<file path="config.mk">
export PLATFORM = sky130hd
export DESIGN_NAME = abkf_mul
export DESIGN_NICKNAME = d
export VERILOG_FILES = /design/src/rtl/abkf_pkg.sv /design/src/rtl/abkf_mul.sv
export SDC_FILE = /design/constraint.sdc
export NUM_CORES = 2
export LEC_CHECK = 0
export ABC_AREA = 1
export BUFFER_PORTS_ARGS = -buffer_cell sky130_fd_sc_hd__buf_2
export CELL_PAD_IN_SITES_DETAIL_PLACEMENT = 1
export CELL_PAD_IN_SITES_GLOBAL_PLACEMENT = 2
export CORE_ASPECT_RATIO = 0.5
export CORE_MARGIN = 3
export CORE_UTILIZATION = 36
export DETAILED_ROUTE_END_ITERATION = 10
export PLACE_DENSITY = 0.93
export SLEW_MARGIN = 40
export SYNTH_ARGS = -nofsm -noshare
export SYNTH_HDL_FRONTEND = slang
export SYNTH_SLANG_ARGS = --single-unit
export TNS_END_PERCENT = 20
</file>
<file path="constraint.sdc">
create_clock -name aclk -period 9.9 [get_ports aclk]
set_input_delay 1.485 -clock aclk [delete_from_list [all_inputs] [get_ports aclk]]
set_output_delay 1.485 -clock aclk [all_outputs]
set_load 0.02 [all_outputs]
</file>
<file path="src/rtl/abkf_pkg.sv">
// shared types and constants for the angle / bias kalman filter
`timescale 1ns / 1ps
package abkf_pkg;

    localparam int COV_FRAC = 30;

    typedef enum logic [1:0] {
        REG_TIME_STEP   = 2'd0,
        REG_ANGLE_NOISE = 2'd1,
        REG_BIAS_NOISE  = 2'd2,
        REG_MEAS_NOISE  = 2'd3
    } reg_idx_t;

    // sequencer steps
    typedef enum logic [4:0] {
        ST_IDLE,
        ST_LOAD,
        ST_M_RATE,
        ST_M_P11,
        ST_T_SUM,
        ST_M_T,
        ST_M_Q11,
        ST_DIV0_GO,
        ST_DIV0_WAIT,
        ST_DIV1_GO,
        ST_DIV1_WAIT,
        ST_M_K0Y,
        ST_M_K1Y,
        ST_M_K0P00,
        ST_M_K0P01,
        ST_M_K1P00,
        ST_M_K1P01,
        ST_STORE,
        ST_OUT
    } state_t;

    typedef struct packed {
        logic start;
        logic busy;
        logic done;
    } div_ctrl_t;

    function automatic logic signed [31:0] sat32(input logic signed [66:0] v);
        if (v > 67'sd2147483647) begin
            return 32'sh7fffffff;
        end else if (v < -67'sd2147483648) begin
            return 32'sh80000000;
        end else begin
            return v[31:0];
        end
    endfunction

endpackage

</file>
<file path="src/rtl/abkf_mul.sv">
// shared signed multiplier with rounding after the 30-bit shift
`timescale 1ns / 1ps
module abkf_mul (
    input  logic               aclk,
    input  logic signed [32:0] a,
    input  logic signed [34:0] b,
    output logic signed [66:0] p
);
    logic [32:0] mag_a;
    logic [34:0] mag_b;
    logic        neg;
    logic [67:0] prod;
    logic [37:0] rnd;
    logic signed [66:0] p_next;
    logic signed [66:0] p_reg;

    always_comb begin
        mag_a  = a[32] ? 33'(-a) : 33'(a);
        mag_b  = b[34] ? 35'(-b) : 35'(b);
        neg    = a[32] ^ b[34];
        prod   = mag_a * mag_b;
        rnd    = 38'((prod + (68'd1 << (abkf_pkg::COV_FRAC - 1))) >> abkf_pkg::COV_FRAC);
        p_next = neg ? -$signed({29'd0, rnd}) : $signed({29'd0, rnd});
    end

    always_ff @(posedge aclk) begin
        p_reg <= p_next;
    end

    assign p = p_reg;
endmodule

</file>
=== Word level (Yosys, flattened, before mapping) ===
Index checks and enable logic that the tools add are counted.

* Bits in registers: 67
* Input port bits: 69
* Output and inout bits: 67
* Logic and storage cells: 11

* Add/subtract/negate cells: 4
* $mul: 1
* Mux-type cells: 3
* Bitwise logic cells: 1

{| class="wikitable"
|+ Operators by type and width
! operator !! number
|-
| adder 68 x 30 -> 68 bit, second input constant || 1
|-
| multiplier 33 x 35 -> 68 bit || 1
|-
| negation 38 -> 67 bit || 1
|-
| 2-to-1 mux 38 bit || 1
|-
| 2-to-1 mux 35 bit || 1
|-
| negation 35 bit || 1
|-
| 2-to-1 mux 33 bit || 1
|-
| negation 33 bit || 1
|-
| XOR 1 bit || 1
|}

=== Depth between registers and ports, before layout ===
* Depth in word-level cells: 6
* Depth in mapped cells: 58
* Mapped depth without buffers: 56

=== Worst setup path before layout ===
No wires, ideal clock.

* Path type: in2reg
* From: in b[0]
* To: reg p_reg[38] (netlist: p[38])
* Setup time: 128 ps
* Arrival time: 10335 ps
* Data required time: 9772 ps
* Setup slack: -563 ps
* Stages on the path: 52
* Cells stage by stage: buf_6 -> inv_6 -> clkbuf_1 -> ha_1 -> nand2_1 -> nor3_4 -> nand2_2 -> nor2_2 -> nand2_1 -> nor2_1 -> inv_1 -> or2_1 -> o21ai_0 -> or2_2 -> nand2_2 -> inv_1 -> buf_2 -> nor2_1 -> [16 not listed] -> nor2_1 -> inv_1 -> nor2_1 -> nand2_1 -> inv_1 -> nand2_1 -> nand2_1 -> nand2_1 -> nand2_1 -> ha_1 -> inv_1 -> nor2_1 -> nand4_1 -> nor2_4 -> nand3_2 -> o21ai_2 -> buf_6 -> o21ai_1

* Cells in the longest elaborated chain, start to end: 5

{| class="wikitable"
|+ RTL lines
! element !! RTL line !! text
|-
| start, declared || abkf_mul.sv:6 || <nowiki>input logic signed [34:0] b,</nowiki>
|-
| negation 35 bit || abkf_mul.sv:19 || <nowiki>mag_b = b[34] ? 35'(-b) : 35'(b);</nowiki>
|-
| 2-to-1 mux 35 bit * || abkf_mul.sv:19 ||
|-
| multiplier 33 x 35 -> 68 bit * || abkf_mul.sv:21 || <nowiki>prod = mag_a * mag_b;</nowiki>
|-
| adder 68 x 30 -> 68 bit * || abkf_mul.sv:22 || <nowiki>rnd = 38'((prod + (68'd1 << (abkf_pkg::COV_FRAC - 1))) >> abkf_pkg::COV_FRAC);</nowiki>
|-
| negation 38 -> 67 bit * || abkf_mul.sv:23 || <nowiki>p_next = neg ? -$signed({29'd0, rnd}) : $signed({29'd0, rnd});</nowiki>
|-
| end signal, assigned || abkf_mul.sv:27 || <nowiki>p_reg <= p_next;</nowiki>
|-
| end, declared || abkf_mul.sv:15 || <nowiki>logic signed [66:0] p_reg;</nowiki>
|}

Mark *: on every way between the ends. The rest lies on a longest branch, timed or not.
A chain may end at the register's enable or synchronous reset.

=== Final worst setup path ===
* From: in a[0]
* To: reg p_reg[46] (netlist: p[46])

* Cells in the longest elaborated chain, start to end: 5

{| class="wikitable"
|+ RTL lines
! element !! RTL line !! text
|-
| start, declared || abkf_mul.sv:5 || <nowiki>input logic signed [32:0] a,</nowiki>
|-
| negation 33 bit || abkf_mul.sv:18 || <nowiki>mag_a = a[32] ? 33'(-a) : 33'(a);</nowiki>
|-
| 2-to-1 mux 33 bit * || abkf_mul.sv:18 ||
|-
| multiplier 33 x 35 -> 68 bit * || abkf_mul.sv:21 ||
|-
| adder 68 x 30 -> 68 bit * || abkf_mul.sv:22 ||
|-
| negation 38 -> 67 bit * || abkf_mul.sv:23 ||
|}

Marked as above.

==> results.sh <==
export IMPL_worst_pin_slew_ns=0.7365
export IMPL_grt_antenna_before_repair=10
export IMPL_netlist_instances=5736
export IMPL_synth_area_leaders="fa_1, inv_1, nand2_1"
export IMPL_arrival_ns=11.23
export IMPL_grt_ovfl_total=0
export IMPL_synth_top_area_share_pct=47.23
export IMPL_status="complete, but fails checks"
export IMPL_synth_area_sq_um=43280
export IMPL_crit_path_end="p[46]"
export IMPL_synth_flop_cell="dfxtp_1"
export IMPL_initial_utilization_pct=36.49
export IMPL_syn_nets=7125
export IMPL_crit_family="adder cells"
export IMPL_clockBufferDepth=2
export IMPL_ys_seq_elements=67
export IMPL_portBuffers=135
export IMPL_cts_root_buf="clkbuf_16"
export IMPL_fp_row_count=89
export IMPL_drtAntennaViolNets=0
export IMPL_drive_above_1_share_pct=27.44
export IMPL_grt_pass1_vias=50250
export IMPL_grt_usage_pct=32.58
export IMPL_wl_per_cell_microns=26.21
export IMPL_fmax_ghz=0.09071
export IMPL_viasPerCell=5.444
export IMPL_largest_reg_flops=67
export IMPL_max_cap_violations=0
export IMPL_dieArea_sq_um=124700
export IMPL_routabilityCongestion=1.022
export IMPL_clk_pin_slew_worst_paths_ns=0.07
export IMPL_htree_levels=3
export IMPL_drt_first_pass_iters=7
export IMPL_slowest_stage="fa_2"
export IMPL_synth_area_per_cell_sq_um=7.545
export IMPL_min_path_type="reg -> out"
export IMPL_timing_final_crit_period_ns=11.02
export IMPL_required_ns=10.11
export IMPL_grt_pass1_wl_microns=305800
export IMPL_setup_violations=65
export IMPL_synth_most_common_cell="inv_1"
export IMPL_placedInstanceArea_sq_um=52590
export IMPL_ctsHoldBuffers=0
export IMPL_final_area_sq_um=56910
export IMPL_synth_top_cells_by_count="inv_1, nand2_1, fa_1"
export IMPL_async_flop_share_pct=0
export IMPL_post_route_drc_count=0
export IMPL_violations="negative setup slack"
export IMPL_cts_tree="built"
export IMPL_die_x_microns=496.3
export IMPL_end_kind="register"
export IMPL_cts_sinks=67
export IMPL_max_slew_margin_pct=50.78
export IMPL_hpwl_microns=171800
export IMPL_fin_crit_sh_pct=111.4
export IMPL_cp_depth=53
export IMPL_areaGrowthSynthToFinish_pct=31.51
export IMPL_yosys_area_top_type="fa_1"
export IMPL_start_kind="input port"
export IMPL_seq_area_frac_synth_pct=3.099
export IMPL_path_class="in -> reg"
export IMPL_cp_common_cell="nand2_1"
export IMPL_hold_viol_final=0
export IMPL_critical_path_startpoint="a[0]"
export IMPL_grt_max_degree=46
export IMPL_die_h_microns=251.2
export IMPL_crit_path_max_incr_delay_ns=0.75
export IMPL_numCtsBuffers=9
export IMPL_rsz0062_at_grt="yes"
export IMPL_n_fill_cell=14260
export IMPL_fin_ws_ns=-1.124
export IMPL_maxSlewViolCount=0
export IMPL_drt_total_wl_microns=216100
export IMPL_yosysWarnings=0
export IMPL_synth_cell_types=56
export IMPL_ios=136
export IMPL_vias=44900
export IMPL_cp_max_fo=16
export IMPL_crit_buf_inv=22
export IMPL_drtIter0Drc=3922
export IMPL_fp_coreArea_sq_um=118600
export IMPL_finalNetCount=8028
export IMPL_synth_edff_count=0
per-stage QoR:
step                      TNS [ns]  std cells  util (%)  hold WS [ns]  setup slack (ns)
final                       -62.30       8246     47.99         2.269            -1.124
after global routing        -78.43       8237     47.97         2.290            -1.389
after CTS                   -32.28       8189     46.51         2.278           -0.6399
after detailed placement    -98.76       8114     44.34         1.901            -1.677
after global placement      -79.58       8114     44.34         1.908            -1.320
after floorplan            -0.4580       5736         -         1.824          -0.02912
cell families after synthesis:
kind of cell,after synthesis,synth area share [%]
fa+ha+maj,1320,55.88
flops,67,3.099
simple gates,2364,22.12
compound gates,202,2.599
xor+xnor,55,1.130
buf+inv,1728,15.17
per-layer routing:
metal,up-vias,part of all wire [%],routed length [microns],track usage (%)
li1,18160,-,-,-
met4,8,7.3,15840,17.05
met2,2914,44,95260,50.83
met3,1077,13,27270,11.54
met1,22730,36,77580,39.63
met5,-,0.069,149,0.6391
worst min path at each step:
stage          startpoint  endpoint  slack (ns)  cells past startpoint
6_report            p[19]     p[19]        2.27                      1
5_1_grt             p[19]     p[19]        2.29                      1
4_1_cts             p[45]     p[45]        2.28                      1
3_5_place_dp        p[50]     p[50]        1.90                      1
3_3_place_gp        p[44]     p[44]        1.91                      1
2_1_floorplan        p[0]      p[0]        1.82                      0
what timing repair did:
item | in CTS | in global routing
gates resized for setup | 508 | 364
setup buffers | 60 | 48
pin swaps | 157 | 166
setup endpoints to repair | 67 | 67
gates cloned | 3 | 0
cells in the final DEF (no fill, tap or decap), drive strengths merged, types with 3 or more instances in the layout:
cell	netlist	layout
nand2	1412	1412
nor3	45	45
nand3b	23	23
a31oi	17	17
fa	1021	1021
xor2	45	45
inv	1509	1511
o21bai	14	14
nor2	696	696
o21ai	79	79
ha	299	299
and2	4	4
a21boi	4	4
nand3	107	107
clkbuf	162	9
a21o	5	5
or2	15	15
dfxtp	67	67
clkinv	22	21
and3	3	3
nand4	43	43
buf	35	1089
xnor2	10	10
nor4	13	13
clkinvlp	0	6
diode	0	10
a21oi	76	76
cell type report:
cell class	count	area [sq um]	share of cell area, %
Clock inverter	7	76.32	0.1341
Multi-Input combinational cell	3941	38520	67.68
Tap cell	1592	1992	3.500
Sequential cell	67	1341	2.357
Timing Repair Buffer	1089	8884	15.61
Inverter	1531	5851	10.28
Antenna cell	10	25.02	0.04397
Clock buffer	9	225.2	0.3957
Power is not shown: default switching activity piles up to over one toggle a cycle in this logic, so the estimate is an artifact.
