**src/rtl/abkf_pkg.sv**
```systemverilog
// shared types and constants for the angle / bias kalman filter
`timescale 1ns / 1ps
package abkf_pkg;

    localparam int COV_FRAC = 30;

    typedef enum logic [1:0] {
        REG_TIME_STEP   = 2'd0,
        REG_ANGLE_NOISE = 2'd1,
        REG_BIAS_NOISE  = 2'd2,
        REG_MEAS_NOISE  = 2'd3
    } reg_idx_t;

    // sequencer steps
    typedef enum logic [4:0] {
        ST_IDLE,
        ST_LOAD,
        ST_M_RATE,
        ST_M_P11,
        ST_T_SUM,
        ST_M_T,
        ST_M_Q11,
        ST_DIV0_GO,
        ST_DIV0_WAIT,
        ST_DIV1_GO,
        ST_DIV1_WAIT,
        ST_M_K0Y,
        ST_M_K1Y,
        ST_M_K0P00,
        ST_M_K0P01,
        ST_M_K1P00,
        ST_M_K1P01,
        ST_STORE,
        ST_OUT
    } state_t;

    typedef struct packed {
        logic start;
        logic busy;
        logic done;
    } div_ctrl_t;

    function automatic logic signed [31:0] sat32(input logic signed [66:0] v);
        if (v > 67'sd2147483647) begin
            return 32'sh7fffffff;
        end else if (v < -67'sd2147483648) begin
            return 32'sh80000000;
        end else begin
            return v[31:0];
        end
    endfunction

endpackage

```
**src/rtl/abkf_div.sv**
```systemverilog
// radix-2 restoring divider for the rounded gain quotient
`timescale 1ns / 1ps
module abkf_div (
    input  logic               aclk,
    input  logic               aresetn,
    input  logic               start,
    input  logic signed [31:0] num,
    input  logic signed [32:0] den,
    output logic               busy,
    output logic               done,
    output logic signed [31:0] quot
);
    // quotient of (2n + d) / (2d) with n = |num| << 30
    logic [63:0] dvd_reg, dvd_next;
    logic [34:0] rem_reg, rem_next;
    logic [63:0] q_reg, q_next;
    logic [34:0] dv_reg, dv_next;
    logic        neg_reg, neg_next;
    logic        zero_reg, zero_next;
    logic [6:0]  cnt_reg, cnt_next;
    logic        busy_reg, busy_next;
    logic        done_reg, done_next;
    logic [31:0] mag_n;
    logic [32:0] mag_d;
    logic [35:0] trial;
    logic [35:0] shifted;
    logic [33:0] qsat;

    always_comb begin
        mag_n     = num[31] ? 32'(-num) : 32'(num);
        mag_d     = den[32] ? 33'(-den) : 33'(den);
        dvd_next  = dvd_reg;
        rem_next  = rem_reg;
        q_next    = q_reg;
        dv_next   = dv_reg;
        neg_next  = neg_reg;
        zero_next = zero_reg;
        cnt_next  = cnt_reg;
        busy_next = busy_reg;
        done_next = 1'b0;
        shifted   = {rem_reg, dvd_reg[63]};
        trial     = shifted - {1'b0, dv_reg};
        if (start) begin
            dvd_next  = ({1'b0, mag_n, 31'd0}) + 64'(mag_d);
            dv_next   = {1'b0, mag_d, 1'b0};
            rem_next  = '0;
            q_next    = '0;
            neg_next  = num[31] ^ den[32];
            zero_next = (den == '0);
            cnt_next  = 7'd64;
            busy_next = 1'b1;
        end else if (busy_reg) begin
            dvd_next = {dvd_reg[62:0], 1'b0};
            if (!trial[35]) begin
                rem_next = trial[34:0];
                q_next   = {q_reg[62:0], 1'b1};
            end else begin
                rem_next = shifted[34:0];
                q_next   = {q_reg[62:0], 1'b0};
            end
            cnt_next = cnt_reg - 7'd1;
            if (cnt_reg == 7'd1) begin
                busy_next = 1'b0;
                done_next = 1'b1;
            end
        end
    end

    always_ff @(posedge aclk) begin
        if (!aresetn) begin
            busy_reg <= 1'b0;
            done_reg <= 1'b0;
            cnt_reg  <= '0;
        end else begin
            busy_reg <= busy_next;
            done_reg <= done_next;
            cnt_reg  <= cnt_next;
        end
        dvd_reg  <= dvd_next;
        rem_reg  <= rem_next;
        q_reg    <= q_next;
        dv_reg   <= dv_next;
        neg_reg  <= neg_next;
        zero_reg <= zero_next;
    end

    always_comb begin
        qsat = (q_reg > 64'h1_0000_0000) ? 34'h1_0000_0000 : q_reg[33:0];
        if (zero_reg) begin
            quot = '0;
        end else begin
            quot = abkf_pkg::sat32(neg_reg ? -$signed({33'd0, qsat}) : $signed({33'd0, qsat}));
        end
    end

    assign busy = busy_reg;
    assign done = done_reg;
endmodule

```
**config.mk**
```make
export PLATFORM = sky130hd
export DESIGN_NAME = abkf_div
export DESIGN_NICKNAME = d
export VERILOG_FILES = /design/src/rtl/abkf_pkg.sv /design/src/rtl/abkf_div.sv
export SDC_FILE = /design/constraint.sdc
export NUM_CORES = 1
export LEC_CHECK = 0
export BUFFER_PORTS_ARGS = -buffer_cell sky130_fd_sc_hd__buf_2
export CORE_AREA = 2 2 185 187
export DETAILED_ROUTE_END_ITERATION = 10
export DIE_AREA = 0 0 187 189
export RECOVER_POWER = 50
export SYNTH_ARGS = -nofsm -noshare
export SYNTH_HDL_FRONTEND = slang
export SYNTH_SLANG_ARGS = --single-unit
```
**constraint.sdc**
```tcl
create_clock -name aclk -period 8.6 [get_ports aclk]
set_input_delay 1.29 -clock aclk [delete_from_list [all_inputs] [get_ports aclk]]
set_output_delay 1.29 -clock aclk [all_outputs]
set_load 0.05 [all_outputs]
```
### Word level (Yosys, flattened, before mapping)

Cells that the tools add are included.

| word-level totals | value |
|---|---|
| bits in read-only memories | 0 |
| flip-flop bits (word level) | 207 |
| RAM bits | 0 |
| memories | 0 |
| bits in latches | 0 |

| cells by class | value |
|---|---|
| reduce and logical (&&, ||, !) cells | 4 |
| $lt $le $gt $ge | 3 |
| multiply operators | 0 |
| shift operators | 0 |
| bitwise gates (word level) | 3 |
| equality and inequality tests | 1 |
| add/sub/neg operators | 6 |
| div/mod/pow operators | 0 |
| mux-type cells | 17 |

Operators by type and width:

| cell | number |
|---|---|
| two-way mux 32 bit | 4 |
| two-way mux 64 bit | 2 |
| greater-than comparator 67 x 32 -> 1 bit, second input constant | 1 |
| less-than comparator 67 x 32 -> 1 bit, second input constant | 1 |
| two-way mux 67 bit | 1 |
| negator 34 -> 67 bit | 1 |
| adder 63 x 33 -> 64 bit | 1 |
| greater-than comparator 64 x 33 -> 1 bit, second input constant | 1 |
| subtractor 36 x 34 -> 36 bit | 1 |
| two-way mux 35 bit | 1 |
| two-way mux 34 bit | 1 |
| logical NOT 33 bit | 1 |
| two-way mux 33 bit | 1 |
| negator 33 bit | 1 |
| negator 32 bit | 1 |
| two-way mux 7 bit | 2 |
| == test 7 x 1 -> 1 bit, second input constant | 1 |
| subtractor 7 x 1 -> 7 bit, second input constant | 1 |
| two-way mux 1 bit | 5 |
| OR reduction 3 bit | 1 |
| NOT 1 bit | 2 |
| nonzero test 2 bit | 1 |
| OR reduction 2 bit | 1 |
| XOR 1 bit | 1 |

### Longest topological paths before layout

Gate-level depths: netlist of run 1.

| depth | value |
|---|---|
| depth after elaboration | 8 |
| depth in mapped cells | 20 |
| mapped depth without buffers | 19 |

### Worst setup path after synthesis of run 1

Ideal clock, no wire load.

| timing path | value |
|---|---|
| kind | input to register |
| start point | in den[19] |
| end point | reg dvd_reg[58] (data pin) |
| path slack | 2.278 ns |
| stages | 18 |
| data arrival time | 6.062 ns |
| path buffers | 0 |
| library setup time | 0.260 ns |
| cell sequence | or4_1 -> or3_1 -> or3_1 -> or2_1 -> or3_1 -> or4_1 -> a21oi_1 -> xnor2_1 -> ha_1 -> a21oi_1 -> or2_1 -> nor4_1 -> and2_1 -> nand4_2 -> nor4_2 -> nand2_1 -> xor2_1 -> mux2_2 |

| on the way | value |
|---|---|
| cells in the longest elaborated chain, start to end | 4 |

RTL lines:

| element | line | RTL |
|---|---|---|
| start, declared | abkf_div.sv:8 | `input logic signed [32:0] den,` |
| negator 33 bit | abkf_div.sv:31 | `mag_d = den[32] ? 33'(-den) : 33'(den);` |
| two-way mux 33 bit | abkf_div.sv:31 |  |
| named net mag_d[31] | abkf_div.sv:24 | `logic [32:0] mag_d;` |
| adder 63 x 33 -> 64 bit | abkf_div.sv:44 | `dvd_next = ({1'b0, mag_n, 31'd0}) + 64'(mag_d);` |
| two-way mux 64 bit | abkf_div.sv:43 | `if (start) begin` |
| named net dvd_next[58] | abkf_div.sv:14 | `logic [63:0] dvd_reg, dvd_next;` |
| end signal, assigned | abkf_div.sv:79 | `dvd_reg <= dvd_next;` |
| end, declared | abkf_div.sv:14 |  |

The timed path passes the listed nets, and every way through them passes these cells.
A chain may end at the register's enable or synchronous reset.

### Final worst setup path of run 1

| timing path | value |
|---|---|
| start point | in start |
| end point | reg dvd_reg[55] (enable) |

| on the way | value |
|---|---|
| cells in the longest elaborated chain, start to end | 1 |

RTL lines:

| element | line | RTL |
|---|---|---|
| start, declared | abkf_div.sv:6 | `input logic start,` |
| nonzero test 2 bit (no line) | n/a |  |

No other way between the ends.

==> results of run 1 <==
[metrics by stage]
step | area (um^2) | cells | total power, mW
5_1_grt | 14690 | 1976 | 2.912
3_3_place_gp | 13970 | 1935 | 1.801
4_1_cts | 14720 | 1976 | 2.793
2_1_floorplan | 13110 | 1449 | 1.651
6_report | 14690 | 1976 | 2.766
3_5_place_dp | 13970 | 1935 | 1.810
[report_power, final]
group	internal, mW	switching (mW)
clock	0.570	0.400
combinational	0.238	0.393
sequential	1.13	0.0396
[final cells by class]
class	instances	area [um^2]
sequential	207	5139
timing repair buffer	109	543.0
fill	3234	18590
clock buffer	34	669.4
clock inverter	7	72.57
inverter	59	221.5
multi-input combinational	1112	7481
tap	448	560.5
[placed cells by master, fill, tap and decap left out, drive strengths merged, types with 6 or more instances in the layout]
| cell type | n |
|---|---|
| o31ai | 25 |
| a31oi | 13 |
| nor3 | 27 |
| a311oi | 19 |
| nand3 | 28 |
| or2 | 8 |
| o41ai | 13 |
| mux2i | 70 |
| or3 | 22 |
| or4 | 16 |
| xnor2 | 75 |
| ha | 40 |
| a21oi | 46 |
| nand4 | 9 |
| nand2b | 8 |
| nand2 | 128 |
| and3 | 9 |
| o22ai | 6 |
| a211oi | 9 |
| xor2 | 73 |
| clkbuf | 44 |
| dfxtp | 108 |
| o21a | 10 |
| nor2 | 211 |
| a21o | 11 |
| o21ai | 91 |
| nor4 | 28 |
| edfxtp | 99 |
| mux2 | 37 |
| inv | 59 |
| and2 | 9 |
| nor2b | 12 |
| buf | 99 |
[critical path: stages]
cell and delay (ns):
clkbuf_1 2.26, nor2_1 0.79, clkinv_1 0.15, clkbuf_1 2.47
[metal layers]
| metal | part of all wire | up-vias |
|---|---|---|
| li1 | - | 5335 |
| met1 | 0.50 | 4954 |
| met2 | 0.44 | 235 |
| met3 | 0.047 | 28 |
| met4 | 0.013 | 0 |
| met5 | 0 | - |
[worst paths after layout]
kind,startpoint,end,slack (ns),depth (start not counted)
setup / recovery,start,dvd_reg[55],1.60,4
hold / removal,rem_reg[26],rem_reg[26],0.49,2
setup reg to reg,busy,dvd_reg[50],4.22,4
hold reg to reg,rem_reg[26],rem_reg[26],0.49,2
[cells by family after synthesis]
family                     Yosys count  share of synthesized area
AOI/OAI and AO/OA                  283                     0.1464
xor gates and xnor gates           148                    0.09946
adders and majority gates           42                    0.04123
buffers and inverters              130                    0.03818
DFF                                207                     0.3917
muxes                              107                    0.08523
and+or+nand+nor                    532                     0.1978
==> results by group, run 1 <==
Run status
  – Outcome: finished, violations left
  – Failing checks: max-capacitance violations, max-slew violations

STA
  – Final Critical Period: 7.001 ns
  – Final hold violations: 0
  – Setup Skew: 0.006723 ns
  – Slew HR: -1.459
  – Setup TNS: 0 ns
  – Transition time of the tightest slew-check pin: 3.689 ns
  – Max Clock Freq: 0.1428 GHz
  – Slew Viols, Final: 327
  – Final Cycle Share: 0.8140
  – Final setup fails: 0
  – Fin worst setup slack: 1.599 ns
  – RSZ-0062 raised after global routing: no
  – Fin Hold WS: 0.4899 ns

Place
  – Routability Congestion: 0.8765
  – Pre-CTS setup slack: 1.523 ns
  – HPWL Detailed: 21,210 um
  – IO Port Bufs: 101

Routing
  – Drt initial violations: 781
  – Vias per inst: 5.340
  – Antenna viol nets, final: 0
  – Routed WL: 30,240 um
  – DR pass1 iterations: 5
  – DRC Markers: 0
  – Avg WL per Cell: 15.30 um
  – Total number of vias: 10,550

Cells and area
  – Antenna diodes: 0
  – Layout cells sized above 1: 0.1361
  – Synthesis-to-layout area growth: 12.04%
  – Net count, final: 1,622
  – Post-layout util: 0.4413

CTS
  – Clock sinks: 207
  – Clock-pin slew on the worst setup and hold paths: 0.06 ns
  – Hold buffers post-CTS: 0
  – Setup bufs post-CTS: 0
  – CTS tree: done
  – Clk root buf: clkbuf_16
  – Worst-skew pair later-pin latency: 0.51 ns
  – Num CTS Buffers: 23
  – Post_cts resized: 0
  – Total number of H-tree levels: 1
  – CTS Buffer Depth: 3

Global route
  – First-pass GRT wire length: 49,630 um
  – Initial antenna violation count: 0
  – Met3 Usage GRT: 0.02169
  – GRT Total Usage: 0.1660
  – Global-route met2 utilization: 0.2691
  – Largest net degree at the start of global routing: 86
  – Most Crowded Layer GR: met2
  – Routing usage on met1: 0.2350
  – GRT overflow: 0
  – Vias in the first global route: 9,967

Min path
  – Worst Hold Class: flip-flop to flip-flop

Synthesis
  – Area contributors post-synth: edfxtp_1 (23%), dfxtp_1 (16%), nor2_1 (6.0%)
  – Top post-synthesis cells by count: nor2_1 (210), nand2_1 (125), dfxtp_1 (108), edfxtp_1 (99), xnor2_1 (75)
  – #FFs+latches synth: 207
  – FFs w/ async S/R, synth: 0
  – Post-synth top area share: 0.2268
  – Synth cell types: 79
  – Top-count cell post-synth: nor2_1
  – Largest area contributor in the netlist: edfxtp_1
  – Ys flop type: dfxtp_1
  – Post-Synthesis Cells: 1,449
  – Number of synthesized flops with an enable pin: 99
  – Avg Inst Size Synth: 9.047 um^2
  – Synth Cell Area: 13,110 um^2
  – Net Count, Synth: 1,559
  – Yosys warns: 0
  – Sequential share of the synthesized area: 0.3917

Worst setup path
  – Crit start category: input port
  – Crit path required time: 8.64 ns
  – CP max FO: 64
  – Setup Crit Path Kind: input port to flip-flop
  – Worst Setup End Kind: flip-flop
  – Arrival time worst endpoint: 7.04 ns

Die
  – Core Region: 33,280 um^2
  – I/O pins: 102
  – Initial Utilization: 0.3939
  – Cell row count: 67
  – Die width: 187 um
  – Die ar.: 35,340 um^2
  – Chip Height: 189 um

Power and ir drop
  – VDD IR max: 0.1245 mV
  – Power per cell area: 188.3 nW/um^2
  – LEAKAGE: 5.765 nW

Flow run
  – MaxCap Viol Count: 6
Note: power is estimated with default switching activity, not from simulation.
==> run 2: changes to the inputs <==
==> constraint.sdc (replaced) <==
create_clock -name aclk -period 6.84 [get_ports aclk]
set_input_delay 1.026 -clock aclk [delete_from_list [all_inputs] [get_ports aclk]]
set_output_delay 1.026 -clock aclk [all_outputs]
set_load 0.05 [all_outputs]
==> run 2 against run 1 <==
  * Non-clock buffer count up 2
  * Register-to-register slack worse by 1.5 ns
  * Power increased by 29%
  * Via count is 0.65% higher
  * Die area did not move
  * Critical path depth is 13 higher
  * Highest routed layer unchanged
  * Sequential share of layout area decreased by 0.25 points
  * Clock power increased by 36%
  * Worst hold slack worse by 0.00064 ns
  * Design area is 0.73% higher
  * The run still ends with max-capacitance violations, max-slew violations left
==> results by group, run 2 (synthesized netlist as in run 1, its figures left out) <==
STA
  – Fin Hold WS: 0.4893 ns (-0.0006360 ns)
  – Fin worst setup slack: 0.5313 ns (-1.068 ns)
  – Max Clock Freq: 0.1585 GHz
  – Transition time of the tightest slew-check pin: 3.324 ns (-0.3656 ns)
  – Final Critical Period: 6.309 ns
  – Setup TNS: 0 ns (unchanged)
  – Slew Viols, Final: 260 (-20%)
  – Final Cycle Share: 0.9223
  – Slew HR: -1.216 (+0.2438)
  – Final setup fails: 0 (unchanged)
  – Setup Skew: 0.01033 ns (+0.003605 ns)
  – RSZ-0062 raised after global routing: no
  – Final hold violations: 0 (unchanged)

Die
  – Core Region: 33,280 um^2 (unchanged)
  – Initial Utilization: 0.3939 (unchanged)
  – Cell row count: 67 (unchanged)
  – I/O pins: 102 (unchanged)
  – Die width: 187 um (unchanged)
  – Chip Height: 189 um (unchanged)
  – Die ar.: 35,340 um^2 (unchanged)

Routing
  – DR pass1 iterations: 5 (unchanged)
  – DRC Markers: 0 (unchanged)
  – Metal3 WL: 1171 um (-18%)
  – Antenna viol nets, final: 0 (unchanged)
  – Routed WL: 30,510 um (+0.92%)
  – WL met1: 15,150 um (+1.0%)
  – Highest Signal Layer: met4
  – Total number of vias: 10,620 (+0.65%)
  – Avg WL per Cell: 15.40 um (+0.66%)
  – Vias per inst: 5.361 (+0.40%)
  – Drt initial violations: 642 (-18%)
  – WL met2: 13,760 um (+2.6%)

Cells and area
  – Synthesis-to-layout area growth: 12.86%
  – Commonest non-fill, non-tap cells in the layout: nor2_1 (210), nand2_1 (125), dfxtp_1 (107)
  – Antenna diodes: 0 (unchanged)
  – Net count, final: 1,625 (+0.18%)
  – Final instance area: 14,790 um^2 (+0.73%)
  – Most common cell after layout, fill and taps aside: nor2_1
  – Layout cells sized above 1: 0.1429 (+0.006731)
  – Fillers: 3,301 (+2.1%)

Worst setup path
  – CP bufs+invs: 2 (-1)
  – Crit start category: flip-flop
  – Cell family with most CP delay: simple AND/OR/NAND/NOR gates
  – Worst r2r src: rem_reg[0]
  – Peak per-stage delay on the critical path: 0.58 ns (-1.89 ns)
  – FF-to-FF End: rem_reg[6]
  – Most used cell, CP: nand2_1
  – Crit path required time: 5.81 ns (-2.83 ns)
  – Critical Path Slowest Stage Cell: or4_4
  – Worst-path cell chain: or4_4 > or4_4 > nor4_4 > nand2_2 > a21oi_4 > nand2_1 > ha_1 > nand2_1 > or3_1 > nor2_1 > nand2_1 > xor2_1 > nor4_4 > a21oi_2 > buf_4 > o21ai_1 > buf_2
  – Setup Crit Path Kind: flip-flop to output port
  – CP max FO: 15 (-77%)
  – Arrival time worst endpoint: 5.28 ns (-1.76 ns)
  – Reg2Reg Setup Slack: 2.68 ns (-1.54 ns)
  – Reg2Reg Depth: 14 (+10)
  – Worst Setup End Kind: output port

Global route
  – Largest net degree at the start of global routing: 84 (-2.3%)
  – GRT overflow: 0 (unchanged)
  – First-pass GRT wire length: 50,050 um (+0.83%)
  – Initial antenna violation count: 0 (unchanged)
  – Vias in the first global route: 9,900 (-0.67%)
  – GRT Total Usage: 0.1671 (+0.001075)

CTS
  – CTS Buffer Depth: 3 (unchanged)
  – Hold buffers post-CTS: 0 (unchanged)
  – Worst-skew pair later-pin latency: 0.52 ns (about the same)
  – Post_cts resized: 0 (unchanged)
  – Clock sinks: 207 (unchanged)
  – Clock-pin slew on the worst setup and hold paths: 0.06 ns (about the same)
  – Num CTS Buffers: 24 (+4.3%)
  – CTS tree: done
  – Setup bufs post-CTS: 0 (unchanged)
  – Total number of H-tree levels: 1 (unchanged)
  – Clk root buf: clkbuf_16

Power and ir drop
  – Power per cell area: 241.8 nW/um^2 (+28%)
  – VDD IR max: 0.1635 mV (+31%)
  – LEAKAGE: 5.824 nW (+1.0%)

Run status
  – Outcome: finished, violations left
  – Failing checks: max-capacitance violations, max-slew violations

Min path
  – Worst Hold Class: flip-flop to flip-flop
  – Hold wc startpoint: rem_reg[25]
  – Hold depth: 2 (unchanged)
  – Hold endpoint: rem_reg[25]

Place
  – Pre-CTS setup slack: 0.3250 ns (-1.198 ns)
  – HPWL Detailed: 21,620 um (+1.9%)
  – DP Area: 13,990 um^2 (+0.11%)
  – Routability Congestion: 0.8847 (+0.94%)
  – IO Port Bufs: 101 (unchanged)

Flow run
  – MaxCap Viol Count: 5 (-1)
[run 2: cell types whose count changed in the layout (fill, tap and decap cells not counted), sizes merged]
| cell | change |
|---|---|
| clkinv | +3 |
| buf | +3 |
| clkbuf | -3 |
| clkinvlp | +1 |
| bufinv | +1 |
[run 2: layout make-up]
type	count	area [um^2]	share of cell area
Clock inverter	12	136.4	0.009219
Tap cell	448	560.5	0.03789
Sequential cell	207	5139	0.3473
Multi-Input combinational cell	1112	7481	0.5057
Timing Repair Buffer	111	564.3	0.03814
Inverter	59	221.5	0.01497
Clock buffer	32	691.9	0.04677
[run 2: metrics by stage]
step | utilization | std cells | power [mW]
floorplan | - | 1449 | 2.075
global placement | 0.4203 | 1937 | 2.265
detailed placement | 0.4203 | 1937 | 2.277
CTS | 0.4452 | 1981 | 3.619
global route | 0.4445 | 1981 | 3.756
finish | 0.4445 | 1981 | 3.578
[run 2: tightest hold or removal path: stages, from the launching register on]
cell and delay [ns]:
dfxtp_1 0.33, nand2_1 0.05, o21ai_0 0.06
[run 2: layer usage]
layer	up-vias	global-route usage
li1	5338	-
met1	5055	0.2367
met2	194	0.2729
met3	34	0.02169
met4	0	0.03541
met5	-	0
[run 2: how the worst max path moves through the flow]
| stage | startpoint | endpoint | slack, ns | depth (start not counted) |
|---|---|---|---|---|
| 2_1_floorplan | den[19] | dvd_reg[58] | 0.78 | 18 |
| 4_1_cts | q_reg[2] | quot[14] | 0.50 | 17 |
| 3_3_place_gp | den[19] | dvd_reg[58] | 0.40 | 19 |
| 3_5_place_dp | den[19] | dvd_reg[58] | 0.32 | 19 |
| 6_report | q_reg[2] | quot[14] | 0.53 | 17 |
| 5_1_grt | q_reg[2] | quot[12] | 0.16 | 17 |
[run 2: where the power goes]
group | total, mW | leakage, nW | internal (mW) | switching (mW)
clock network | 1.32 | 0.400 | 0.792 | 0.530
logic | 0.784 | 3.57 | 0.298 | 0.486
registers | 1.47 | 1.86 | 1.41 | 0.0575
total | 3.58 | 5.82 | 2.50 | 1.07
